## src/rbpm_pkg.sv

```systemverilog
// Package for the row band pattern midpoint block.
// Holds the request and result types, register indexes and reset levels.
// No dependencies.
package rbpm_pkg;

    localparam int LEVEL_BITS    = 8;
    localparam int MIDPOINT_BITS = 16;
    localparam int CFG_IDX_BITS  = 2;

    typedef logic [LEVEL_BITS-1:0] level_t;

    typedef struct packed {
        level_t sample;
        logic   last_in_row;
    } in_item_t;

    typedef struct packed {
        logic                     found;
        logic [MIDPOINT_BITS-1:0] midpoint;
    } out_item_t;

    localparam logic [CFG_IDX_BITS-1:0] CFG_OUTER_LEVEL  = 2'd0;
    localparam logic [CFG_IDX_BITS-1:0] CFG_EDGE_LEVEL   = 2'd1;
    localparam logic [CFG_IDX_BITS-1:0] CFG_CENTER_LEVEL = 2'd2;

    localparam level_t OUTER_LEVEL_RESET  = 8'd0;
    localparam level_t EDGE_LEVEL_RESET   = 8'd255;
    localparam level_t CENTER_LEVEL_RESET = 8'd128;

endpackage

```

## src/rbpm_match.sv

```systemverilog
// Run pattern matcher: level registers, match state and the row result.
// Depends on rbpm_pkg.
module rbpm_match #(
    parameter int POSITION_BITS = 16
) (
    input  logic                               clk,
    input  logic                               rst_n,
    input  logic                               step,
    input  rbpm_pkg::in_item_t                 item,
    input  logic                               cfg_we,
    input  logic [rbpm_pkg::CFG_IDX_BITS-1:0]  cfg_index,
    input  rbpm_pkg::level_t                   cfg_data,
    output logic                               result_valid,
    output rbpm_pkg::out_item_t                result
);

    typedef enum logic [2:0] {
        ST_IDLE   = 3'd0,
        ST_OUTER  = 3'd1,
        ST_EDGE1  = 3'd2,
        ST_CENTER = 3'd3,
        ST_EDGE2  = 3'd4,
        ST_DONE   = 3'd5
    } stage_t;

    rbpm_pkg::level_t outer_reg, edge_reg, center_reg;

    stage_t                   stage_reg, stage_next, restart;
    logic [POSITION_BITS-1:0] pos_reg, pos_next;
    logic [POSITION_BITS-1:0] first_reg, first_next;
    logic [POSITION_BITS-1:0] last_reg, last_next;
    logic                     seen_reg, seen_next;
    logic [POSITION_BITS:0]   mid_sum;
    logic [POSITION_BITS-1:0] mid_full;
    logic                     is_outer, is_edge, is_center;

    always_ff @(posedge clk or negedge rst_n)
    begin
        if (!rst_n)
        begin
            outer_reg  <= rbpm_pkg::OUTER_LEVEL_RESET;
            edge_reg   <= rbpm_pkg::EDGE_LEVEL_RESET;
            center_reg <= rbpm_pkg::CENTER_LEVEL_RESET;
        end
        else if (cfg_we)
        begin
            case (cfg_index)
                rbpm_pkg::CFG_OUTER_LEVEL:  outer_reg  <= cfg_data;
                rbpm_pkg::CFG_EDGE_LEVEL:   edge_reg   <= cfg_data;
                rbpm_pkg::CFG_CENTER_LEVEL: center_reg <= cfg_data;
                default:                    ;
            endcase
        end
    end

    assign is_outer  = (item.sample == outer_reg);
    assign is_edge   = (item.sample == edge_reg);
    assign is_center = (item.sample == center_reg);
    assign restart   = is_outer ? ST_OUTER : ST_IDLE;

    always_comb
    begin
        stage_next = stage_reg;
        first_next = first_reg;
        last_next  = last_reg;
        seen_next  = seen_reg;
        case (stage_reg)
            ST_OUTER:
            begin
                if (!is_outer)
                    stage_next = is_edge ? ST_EDGE1 : ST_IDLE;
            end
            ST_EDGE1:
            begin
                if (!is_edge)
                begin
                    if (is_center)
                    begin
                        stage_next = ST_CENTER;
                        first_next = pos_reg;
                        last_next  = pos_reg;
                    end
                    else
                        stage_next = restart;
                end
            end
            ST_CENTER:
            begin
                if (is_center)
                    last_next = pos_reg;
                else if (is_edge)
                    stage_next = ST_EDGE2;
                else
                    stage_next = restart;
            end
            ST_EDGE2:
            begin
                if (!is_edge)
                begin
                    if (is_outer)
                    begin
                        stage_next = ST_DONE;
                        seen_next  = 1'b1;
                    end
                    else
                        stage_next = ST_IDLE;
                end
            end
            ST_DONE: ;
            default: stage_next = restart;
        endcase
        pos_next = pos_reg + POSITION_BITS'(1);
    end

    assign mid_sum  = {1'b0, first_next} + {1'b0, last_next};
    assign mid_full = mid_sum[POSITION_BITS:1];

    assign result_valid    = step && item.last_in_row;
    assign result.found    = seen_next;
    assign result.midpoint = seen_next ? rbpm_pkg::MIDPOINT_BITS'(mid_full) : '0;

    always_ff @(posedge clk or negedge rst_n)
    begin
        if (!rst_n)
        begin
            stage_reg <= ST_IDLE;
            pos_reg   <= '0;
            first_reg <= '0;
            last_reg  <= '0;
            seen_reg  <= 1'b0;
        end
        else if (step)
        begin
            if (item.last_in_row)
            begin
                stage_reg <= ST_IDLE;
                pos_reg   <= '0;
                first_reg <= '0;
                last_reg  <= '0;
                seen_reg  <= 1'b0;
            end
            else
            begin
                stage_reg <= stage_next;
                pos_reg   <= pos_next;
                first_reg <= first_next;
                last_reg  <= last_next;
                seen_reg  <= seen_next;
            end
        end
    end

    a_done_seen: assert property (@(posedge clk) disable iff (!rst_n)
        stage_reg == ST_DONE |-> seen_reg)
        else $error("done stage without pattern flag");

    a_seen_done: assert property (@(posedge clk) disable iff (!rst_n)
        seen_reg |-> stage_reg == ST_DONE)
        else $error("pattern flag outside done stage");

    a_miss_zero: assert property (@(posedge clk) disable iff (!rst_n)
        result_valid && !result.found |-> result.midpoint == '0)
        else $error("nonzero midpoint without pattern");

    a_row_clear: assert property (@(posedge clk) disable iff (!rst_n)
        step && item.last_in_row |=> stage_reg == ST_IDLE && pos_reg == '0)
        else $error("row state not cleared after last sample");

endmodule

```

## src/rbpm_out_queue.sv

```systemverilog
// Two-entry result queue: output register plus skid stage.
// Depends on rbpm_pkg.
module rbpm_out_queue (
    input  logic                clk,
    input  logic                rst_n,
    input  logic                push,
    input  rbpm_pkg::out_item_t push_data,
    output logic                full,
    output logic                out_valid,
    input  logic                out_stall,
    output rbpm_pkg::out_item_t out_data
);

    logic                out_valid_reg, out_valid_next;
    logic                skid_valid_reg, skid_valid_next;
    rbpm_pkg::out_item_t out_data_reg, out_data_next;
    rbpm_pkg::out_item_t skid_data_reg, skid_data_next;
    logic                pop;

    assign pop = out_valid_reg && !out_stall;

    always_comb
    begin
        out_valid_next  = out_valid_reg;
        skid_valid_next = skid_valid_reg;
        out_data_next   = out_data_reg;
        skid_data_next  = skid_data_reg;
        if (skid_valid_reg)
        begin
            if (pop)
            begin
                out_data_next   = skid_data_reg;
                skid_valid_next = 1'b0;
            end
        end
        else if (out_valid_reg && !pop)
        begin
            if (push)
            begin
                skid_data_next  = push_data;
                skid_valid_next = 1'b1;
            end
        end
        else
        begin
            out_valid_next = push;
            if (push)
                out_data_next = push_data;
        end
    end

    always_ff @(posedge clk or negedge rst_n)
    begin
        if (!rst_n)
        begin
            out_valid_reg  <= 1'b0;
            skid_valid_reg <= 1'b0;
        end
        else
        begin
            out_valid_reg  <= out_valid_next;
            skid_valid_reg <= skid_valid_next;
        end
    end

    always_ff @(posedge clk)
    begin
        out_data_reg  <= out_data_next;
        skid_data_reg <= skid_data_next;
    end

    assign full      = skid_valid_reg;
    assign out_valid = out_valid_reg;
    assign out_data  = out_data_reg;

    a_skid_order: assert property (@(posedge clk) disable iff (!rst_n)
        skid_valid_reg |-> out_valid_reg)
        else $error("skid entry without head entry");

    a_no_overflow: assert property (@(posedge clk) disable iff (!rst_n)
        push |-> !skid_valid_reg)
        else $error("push into full queue");

    a_skid_fill: assert property (@(posedge clk) disable iff (!rst_n)
        out_valid_reg && out_stall && !skid_valid_reg && push |=> skid_valid_reg)
        else $error("stalled push not held in skid stage");

endmodule

```

## src/row_band_pattern_midpoint.sv

```systemverilog
// Top level of the row band pattern midpoint block.
// Depends on rbpm_pkg, rbpm_match and rbpm_out_queue.
//
// Usage:
//   Samples of a row arrive on the in_* channel (valid/stall); in_data.last_in_row
//   marks the final sample. Each request updates the run matcher, which looks
//   for the run sequence outer, edge, center, edge, outer. On the last sample
//   one result leaves on the out_* channel: found and the midpoint of the
//   center run, 0 when not found. Other samples give no result.
//   Throughput: one request per cycle while in_stall is low; the matcher state update
//   is a single compare-and-select step plus one add for the midpoint.
//   Output: the result is registered in the output register, or in the skid stage.
//   Stall: results sit in an output register backed by a skid stage; in_stall
//   rises only when both are occupied, so a row keeps flowing while one
//   result waits.
//   Configuration: cfg_we writes cfg_data to the level at cfg_index
//   (0 outer, 1 edge, 2 center); write only while idle. Index 3 is ignored.
//   Reset: levels return to 0, 255, 128, row state clears, queue empties.
module row_band_pattern_midpoint #(
    parameter int POSITION_BITS = 16
) (
    input  logic                              clk,
    input  logic                              rst_n,
    input  logic                              in_valid,
    output logic                              in_stall,
    input  rbpm_pkg::in_item_t                in_data,
    output logic                              out_valid,
    input  logic                              out_stall,
    output rbpm_pkg::out_item_t               out_data,
    input  logic                              cfg_we,
    input  logic [rbpm_pkg::CFG_IDX_BITS-1:0] cfg_index,
    input  rbpm_pkg::level_t                  cfg_data
);

    logic                step;
    logic                result_valid;
    logic                queue_full;
    rbpm_pkg::out_item_t result;

    assign in_stall = queue_full;
    assign step     = in_valid && !queue_full;

    rbpm_match #(
        .POSITION_BITS(POSITION_BITS)
    ) u_match (
        .clk          (clk),
        .rst_n        (rst_n),
        .step         (step),
        .item         (in_data),
        .cfg_we       (cfg_we),
        .cfg_index    (cfg_index),
        .cfg_data     (cfg_data),
        .result_valid (result_valid),
        .result       (result)
    );

    rbpm_out_queue u_out_queue (
        .clk       (clk),
        .rst_n     (rst_n),
        .push      (result_valid),
        .push_data (result),
        .full      (queue_full),
        .out_valid (out_valid),
        .out_stall (out_stall),
        .out_data  (out_data)
    );

endmodule
```

## config.mk

```make
export PLATFORM = sky130hd
export DESIGN_NAME = row_band_pattern_midpoint
export DESIGN_NICKNAME = d
export VERILOG_FILES = /design/src/rbpm_pkg.sv /design/src/rbpm_match.sv /design/src/rbpm_out_queue.sv /design/src/row_band_pattern_midpoint.sv
export SDC_FILE = /design/constraint.sdc
export NUM_CORES = 1
export LEC_CHECK = 0
export BUFFER_PORTS_ARGS = -buffer_cell sky130_fd_sc_hd__buf_2
export CORE_ASPECT_RATIO = 1.4
export CORE_MARGIN = 5
export CORE_UTILIZATION = 57
export CTS_CLUSTER_DIAMETER = 30
export DETAILED_ROUTE_END_ITERATION = 8
export HOLD_SLACK_MARGIN = 0.12
export PLACE_DENSITY_LB_ADDON = 0.08
export SETUP_SLACK_MARGIN = 0.5
export SLEW_MARGIN = 20
export SYNTH_ARGS = -nofsm -noshare
export SYNTH_HDL_FRONTEND = slang
export SYNTH_SLANG_ARGS = --single-unit
```

## constraint.sdc

```tcl
create_clock -name clk -period 7.35 [get_ports clk]
set_input_delay 0.3675 -clock clk [delete_from_list [all_inputs] [get_ports clk]]
set_output_delay 0.3675 -clock clk [all_outputs]
set_load 0.005 [all_outputs]
```

### After elaboration in Yosys (flattened, before gate mapping)

Cells that the tools add are included.

| cells by class | value |
|---|---|
| add/subtract/negate cells | 2 |
| equal/unequal tests | 17 |
| muxes and demuxes | 33 |
| bitwise operators | 2 |
| reductions and logical operators | 16 |

Operator list:

| kind | number |
|---|---|
| 16-bit two-way mux | 9 |
| 17-bit two-way mux | 4 |
| 16-bit case mux with 2 select lines | 1 |
| 8-bit equality test | 3 |
| 3-bit two-way mux | 8 |
| 16-bit by 16-bit adder with 17-bit output | 1 |
| 16-bit by 1-bit adder with 16-bit output (second input constant) | 1 |
| 3-bit case mux with 5 select lines | 1 |
| 3-bit inequality test (second input constant) | 4 |
| 1-bit two-way mux | 9 |
| 2-bit AND reduction | 4 |
| 3-bit by 2-bit equality test with 1-bit output (second input constant) | 2 |
| 3-bit equality test (second input constant) | 2 |
| 3-bit AND reduction | 2 |
| 6-bit AND reduction | 1 |
| 1-bit logical AND | 4 |
| 2-bit inequality test (second input constant) | 2 |
| 3-bit by 1-bit equality test with 1-bit output (second input constant) | 1 |
| 1-bit logical NOT | 3 |
| 2-bit by 1-bit equality test with 1-bit output (second input constant) | 1 |
| 2-bit equality test (second input constant) | 1 |
| 2-bit logical NOT | 1 |
| 2-bit two-way mux | 1 |
| 2-bit by 1-bit inequality test with 1-bit output (second input constant) | 1 |
| other kinds (2) | 3 |

| storage, ports and cells | value |
|---|---|
| flip-flop bits (word level) | 112 |
| input port bits | 24 |
| output and inout port bits | 19 |

### Longest topological paths before layout

Gate-level depths: netlist of run 1.

| depth | value |
|---|---|
| depth after elaboration | 9 |
| depth in mapped cells | 18 |
| depth with buffers taken out | 16 |

### Hierarchy

From an unflattened synthesis of run 1, not the netlist that was laid out.

| unflattened totals | value |
|---|---|
| cells, all modules | 555 |
| area total of the unflattened synthesis | 6178.4 µm² |

Modules (own cells, without submodules):

| module | instances | cells each | area each (µm²) |
|---|---|---|---|
| rbpm_match | 1 | 489 | 4765.8 |
| rbpm_out_queue | 1 | 65 | 1398.8 |
| row_band_pattern_midpoint | 1 | 1 | 13.8 |

### Worst setup path before layout of run 1

OpenSTA, ideal clock, no wires.

| path | value |
|---|---|
| kind | flip-flop to flip-flop |
| from | register u_match.center_reg[7] |
| to | register u_out_queue.out_data_reg, in the netlist u_out_queue.out_data[9] (data pin) |
| library setup time | 0.270 ns |
| arrival | 3.701 ns |
| data required time | 7.080 ns |
| slack | 3.379 ns |
| cell stages (with the launch flop) | 18 |
| path buffers | 1 |
| period minus slack after synthesis | 3.971 ns |
| path through | dfstp_2 -> xnor2_1 -> nand4_1 -> nor4b_4 -> inv_2 -> or3_1 -> buf_6 -> mux2_2 -> ha_1 -> nor2b_1 -> o21ai_0 -> a21boi_0 -> o21bai_1 -> a21boi_0 -> or2_2 -> a21o_1 -> a211oi_1 -> o41ai_1 |

RTL lines:

| item | RTL line | text |
|---|---|---|
| from (decl) | rbpm_match.sv:26 | `rbpm_pkg::level_t outer_reg, edge_reg, center_reg;` |
| from (signal assigned) | rbpm_match.sv:43 | `center_reg <= rbpm_pkg::CENTER_LEVEL_RESET;` |
| from (signal assigned) | rbpm_match.sv:50 | `rbpm_pkg::CFG_CENTER_LEVEL: center_reg <= cfg_data;` |
| to (signal assigned) | rbpm_out_queue.sv:68 | `out_data_reg <= out_data_next;` |
| to (decl) | rbpm_out_queue.sv:16 | `rbpm_pkg::out_item_t out_data_reg, out_data_next;` |

==> impl_metrics.tcl, run 1 <==
set metrics [dict create \
    status "finished, final reports clean" \
    synthArstFlopShare_pct 69.6 \
    cpMostUsedCell "a21boi_0" \
    post_drt_wl_per_cell_um 16.9 \
    die_w_um 96.5 \
    critPathKind "reg2reg" \
    grt_max_degree 79 \
    comb_power_share_pct 17.4 \
    yosys_warnings 0 \
    antenna_found_initial 0 \
    syn2layout_area_growth_pct 9.76 \
    layout_common_cells "69 x dfrtp_1, 49 x mux2_2, 44 x nor2_1" \
    ys_seq_area_share_pct 49.9 \
    slew_headroom_pct 35.3 \
    core_um2 10300 \
    synth_nets 568 \
    endpoint_kind "flip-flop" \
    drc 0 \
    groute.usage.overall_pct 20.4 \
    clock-root-buffer "clkbuf_16" \
    postRouteWirelength_mm 11.9 \
    synth_area_um2 5970 \
    portBuffers 42 \
    final-setup-viol-count 0 \
    p_sw_mw 0.410 \
    start_kind "flip-flop" \
    initial_core_util_pct 58.0 \
    synth_edf_count 34 \
    ys_ff_latch 112 \
    die_y_um 131 \
    cts_setup_buffers 0 \
    cts_sinks 112 \
    placed_cells 689 \
    num_io_pins 43 \
    fin_total_pwr_mw 1.46 \
    worst_pin_slew_ns 0.970 \
    tns_ns 0 \
    crit_slowest_cell "or3_1" \
    insertion_delay_ns 0.35 \
    finalNetCount 603 \
    first_iter_violations 149 \
    htree_levels 3 \
    postCtsHoldBufs 0 \
    arrival_ns 4.89 \
    final_common_cell "dfrtp_1" \
    drv_slew 0 \
    die-area_um2 12700 \
    skew_ns 0.0106 \
    grt_pass1_vias 4229 \
    cap_violations 0 \
    diodes 0 \
    first_pass_iters 4 \
    synthFlopType "dfrtp_1" \
    hold_viol_final 0 \
    syn_area_per_cell_um2 11.3 \
    viasPerCell 5.83 \
    cts_resized 0 \
    fin_area_um2 6560 \
    num_rows 44 \
    cts_buffers 9 \
    dp.final_hpwl_mm 8.52 \
    power.density_nw_per_um2 223 \
    worst-path-max-fanout 18 \
    globalRouteOverflowTotal 0 \
    synth_cell_types 58 \
    ant_nets 0 \
    clockPowerShare_pct 30.4 \
    intPower_mw 1.05 \
    crit_chain "xnor2_1, nand4_1, nor4b_4, inv_2, or3_1, mux2_2, ha_1, nor2b_1, o21ai_0, a21boi_0, o21bai_1, a21boi_0, o2111ai_1, nand4b_1, a41oi_1, o22ai_1" \
    grt_first_pass_wirelength_mm 20.2 \
    min_path_type "in2async" \
    peakVddDrop_v 0.000149 \
    gp_congestion 0.854 \
    cts_buffer_depth 2 \
    power_frac_seq_pct 52.2 \
    place_area_um2 6290 \
    drive_gt1_share_pct 24.9 \
    p_leak_nw 2.83 \
    fmax_ghz 0.209 \
    slowest_delay_ns 0.69 \
    p_sw_share_pct 28.0 \
    dr_total_vias 4107 \
    synthCells 527 \
    clk_pin_slew_worst_paths_ns 0.07 \
    fillers 851 \
    fin_cells 705 \
    critical_path_required_ns 7.45 \
    cts_tree "done" \
    rsz0062_at_grt "false" \
    fin_crit_sh_pct 65.2 \
    finalCriticalPeriod_ns 4.79 \
]
[critical path, delay by kind of cell (launching register included)]
family / cells / cell delay (ns)
AOI/OAI and AO/OA: 7 / 1.37
adders and majority gates: 1 / 0.34
DFF: 1 / 0.38
buffers and inverters: 1 / 0.08
muxes: 1 / 0.43
and+or+nand+nor: 5 / 1.70
xor gates and xnor gates: 1 / 0.20
[routing by layer]
| metal | wire length (µm) | track usage, % | part of all wire, % | up-vias |
|---|---|---|---|---|
| met5 | 0 | 0 | 0 | - |
| met4 | 345 | 8.58 | 2.9 | 0 |
| li1 | - | - | - | 1992 |
| met2 | 6230 | 34.2 | 52 | 79 |
| met3 | 373 | 3.89 | 3.1 | 22 |
| met1 | 4970 | 25.3 | 42 | 2014 |
[final timing paths]
kind                                        from                            end  slack, ns  cells after the start
max                        u_match.center_reg[0]  u_out_queue.skid_data_reg[15]       2.56                     16
min                                        rst_n           u_match.outer_reg[0]       0.18                      1
max reg2reg                u_match.center_reg[0]  u_out_queue.skid_data_reg[15]       2.56                     16
min reg2reg                 u_match.first_reg[1]           u_match.first_reg[1]       0.48                      2
max in group asynchronous                  rst_n           u_match.first_reg[0]       6.56                      1
min in group clk                     cfg_data[1]           u_match.outer_reg[1]       0.27                      2
[Yosys cell counts, types with 2 or more instances]
| cell | number | area (µm²) |
|---|---|---|
| nor2_1 | 46 | 173 |
| o21bai_1 | 2 | 15.0 |
| a41oi_1 | 2 | 17.5 |
| nand2_1 | 38 | 143 |
| xnor2_1 | 33 | 289 |
| dfrtp_1 | 69 | 1730 |
| nand3_1 | 10 | 50.1 |
| and4_1 | 2 | 17.5 |
| a21boi_0 | 2 | 15.0 |
| and3_1 | 6 | 37.5 |
| o31ai_1 | 11 | 82.6 |
| or2_2 | 3 | 18.8 |
| nand2b_1 | 6 | 37.5 |
| nand4_1 | 11 | 68.8 |
| xor2_1 | 14 | 123 |
| ha_1 | 16 | 200 |
| edfxtp_1 | 34 | 1020 |
| a32o_1 | 2 | 20.0 |
| a21o_1 | 5 | 37.5 |
| inv_1 | 9 | 33.8 |
| nand3b_1 | 7 | 52.6 |
| a22o_1 | 28 | 245 |
| nor2b_1 | 5 | 31.3 |
| o41ai_2 | 2 | 32.5 |
| o21ai_0 | 19 | 95.1 |
| nor3_1 | 13 | 65.1 |
| clkbuf_1 | 20 | 75.1 |
| a31oi_1 | 3 | 18.8 |
| a21oi_1 | 14 | 70.1 |
| mux2i_1 | 3 | 30.0 |
| or3_1 | 2 | 12.5 |
| a211oi_1 | 3 | 22.5 |
| nand4b_1 | 2 | 17.5 |
| mux2_2 | 49 | 552 |
| dfstp_2 | 9 | 236 |
| mux2_4 | 5 | 75.1 |
[cell families after synthesis]
| kind of cell | share of synthesized area, % |
|---|---|
| compound gates | 12.6 |
| xor+xnor | 6.89 |
| fa+ha+maj | 3.69 |
| buf+inv | 2.68 |
| flops | 49.9 |
| mux | 11.0 |
| simple gates | 13.2 |
[power by group through the flow]
| stage | combinational, mW | sequential (mW) | clock [mW] |
|---|---|---|---|
| CTS | 0.259 | 0.765 | 0.457 |
| finish | 0.254 | 0.765 | 0.445 |
| floorplan | 0.163 | 0.774 | 0 |
| detailed placement | 0.258 | 0.777 | 0 |
| global route | 0.287 | 0.773 | 0.486 |
| global placement | 0.255 | 0.775 | 0 |
[per-stage QoR]
step | hold WS [ns] | worst slack [ns] | utilization, %
after CTS | 0.213 | 2.55 | 63.7
after global routing | 0.264 | 2.13 | 63.7
after global placement | 0.469 | 2.52 | 61.1
final | 0.177 | 2.56 | 63.7
after floorplan | 0.0719 | 3.38 | -
after detailed placement | 0.474 | 2.46 | 61.1
[area by class of cell]
class | instances | area [µm²] | area share [%]
flip-flops and latches | 112 | 2980 | 45.5
multi-input cells | 380 | 2840 | 43.2
repair buffers | 49 | 265 | 4.05
clock buffers | 9 | 225 | 3.43
well taps | 138 | 173 | 2.63
clock inverters | 7 | 37.5 | 0.572
inverters | 10 | 37.5 | 0.572
Power figures use the tool's default switching activity.
==> run 2, diff against run 1 <==
--- a/config.mk
+++ b/config.mk
@@ -8,7 +8,7 @@
 export BUFFER_PORTS_ARGS = -buffer_cell sky130_fd_sc_hd__buf_2
 export CORE_ASPECT_RATIO = 1.4
 export CORE_MARGIN = 5
-export CORE_UTILIZATION = 57
+export CORE_UTILIZATION = 55
 export CTS_CLUSTER_DIAMETER = 30
 export DETAILED_ROUTE_END_ITERATION = 8
 export HOLD_SLACK_MARGIN = 0.12
==> constraint.sdc (replaced) <==
create_clock -name clk -period 4.1 [get_ports clk]
set_input_delay 0.205 -clock clk [delete_from_list [all_inputs] [get_ports clk]]
set_output_delay 0.205 -clock clk [all_outputs]
set_load 0.005 [all_outputs]
==> run 2 against run 1 <==
  * Global-route usage decreased by 0.72 points
  * Register-to-register slack got worse by 2.5 ns
  * Sequential power increased by 79%
  * Final area up 12%
  * Non-clock buffer count increased by 37
  * Highest routed layer unchanged
  * Critical path depth increased by 1
  * Fmax rose by 19%
  * Core utilization is 4.6 points higher
  * Worst hold slack got worse by 0.048 ns
  * Via count up 4.6%
  * Critical path type unchanged
  * Clock skew fell by 0.0011 ns
  * Largest power group unchanged
==> impl_metrics.tcl, run 2 (same netlist as run 1, synthesis figures left out) <==
set metrics [dict create \
    arrival_ns 4.23 \
    place_area_um2 6480 \
    fillers 813 \
    worst-path-max-fanout 6 \
    min_to "u_out_queue.full" \
    final-setup-viol-count 0 \
    post_drt_wl_per_cell_um 17.1 \
    num_io_pins 43 \
    first_iter_violations 121 \
    start_kind "flip-flop" \
    fin_area_um2 7350 \
    cts_buffers 9 \
    place_ws_ns -0.0784 \
    drc 0 \
    min_path_type "in2reg" \
    initial_core_util_pct 55.6 \
    postRouteWirelength_mm 12.7 \
    r2r_slack_ns 0.08 \
    hold_depth 3 \
    drv_slew 0 \
    slew_headroom_pct 35.1 \
    layout_common_cells "69 x dfrtp_1, 45 x mux2_2, 43 x nor2_1" \
    endpoint_kind "flip-flop" \
    fin_util_pct 68.3 \
    syn2layout_area_growth_pct 23.0 \
    globalRouteOverflowTotal 0 \
    clk_pin_slew_worst_paths_ns 0.07 \
    insertion_delay_ns 0.35 \
    fin_crit_sh_pct 98.2 \
    finalCriticalPeriod_ns 4.02 \
    viasPerCell 5.77 \
    die_w_um 98.1 \
    cts_tree "done" \
    critical_path_required_ns 4.30 \
    drive_gt1_share_pct 36.4 \
    htree_levels 3 \
    clock-root-buffer "clkbuf_16" \
    r2r-end "u_out_queue.skid_data_reg[13]" \
    core_um2 10800 \
    skew_ns 0.00950 \
    cts_sinks 112 \
    die_y_um 133 \
    r2r-start "u_match.center_reg[7]" \
    r2r_cells 17 \
    first_pass_iters 4 \
    final_common_cell "dfrtp_1" \
    die-area_um2 13100 \
    fin_hold_ws_ns 0.129 \
    gp_congestion 0.781 \
    diodes 0 \
    peakVddDrop_v 0.000232 \
    dp.final_hpwl_mm 8.69 \
    portBuffers 42 \
    grt_max_degree 79 \
    ant_nets 0 \
    cap_violations 0 \
    p_leak_nw 3.08 \
    dr_total_vias 4297 \
    min_from "out_stall" \
    power.density_nw_per_um2 371 \
    fmax_ghz 0.248 \
    groute.usage.overall_pct 19.7 \
    rsz0062_at_grt "true" \
    critPathKind "reg2reg" \
    antenna_found_initial 0 \
    status "finished, final reports clean" \
    finalNetCount 640 \
    cts_buffer_depth 2 \
    grt_pass1_vias 4326 \
    hold_viol_final 0 \
    critPathLaunch "u_match.center_reg[7]" \
    worst_slack_ns 0.0758 \
    grt_first_pass_wirelength_mm 21.0 \
    num_rows 45 \
    worst_pin_slew_ns 0.974 \
]
-- run 2: layout make-up --
class                   count  area (µm²)  share of cell area, %
multi-input cells         380        3240                   44.1
flip-flops and latches    112        2980                   40.6
repair buffers             86         604                   8.22
clock buffers              14         264                   3.59
well taps                 141         176                   2.40
clock inverters             2        38.8                  0.528
inverters                  10        37.5                  0.511
-- run 2: repair_timing --
| action | CTS | global route |
|---|---|---|
| pin swaps | 13 | 31 |
| hold buffers | 6 | 0 |
| gates resized for setup | 19 | 47 |
| buffers inserted | 9 | 11 |
| endpoints found under the hold margin | 79 | 0 |
| endpoints found under the setup margin | 24 | 27 |
-- run 2: where the power goes --
part	internal (mW)	switching [mW]
clock network	0.510	0.385
logic	0.190	0.274
registers	1.30	0.0702
total	2.00	0.729
-- run 2: worst max-delay path by stage --
stage                                               end  slack, ns
after floorplan           u_out_queue.skid_data_reg[13]       0.31
after global routing      u_out_queue.skid_data_reg[13]      -0.11
final                     u_out_queue.skid_data_reg[13]       0.08
after CTS                 u_out_queue.skid_data_reg[13]       0.15
after global placement    u_out_queue.skid_data_reg[13]       0.05
after detailed placement       u_out_queue.out_data[15]      -0.08
-- run 2: metrics by stage --
step,instances,power (mW),TNS (ns)
6_report,745,2.73,0
5_1_grt,745,2.85,-0.501
4_1_cts,734,2.75,0
3_5_place_dp,703,1.86,-0.177
3_3_place_gp,703,1.85,0
2_1_floorplan,527,1.68,0
-- run 2: worst max-delay path: stages (launching register included) --
cell       delay (ns)
dfstp_2          0.54
xnor2_1          0.11
nand4_1          0.21
nor4b_4          0.37
inv_2            0.07
or3_4            0.44
mux2_4           0.34
ha_4             0.22
nor2b_4          0.13
o21ai_2          0.15
a21boi_2         0.09
o21bai_1         0.18
a21boi_2         0.09
o2111ai_2        0.25
nand4b_1         0.18
buf_4            0.20
a31oi_4          0.13
mux2i_1          0.19
-- run 2: layer usage --
metal	up-vias	share of wire [%]	track usage [%]
li1	2069	-	-
met1	2135	42	24.2
met2	69	52	34.6
met3	24	3.1	2.83
met4	0	2.5	7.85
met5	-	0	0
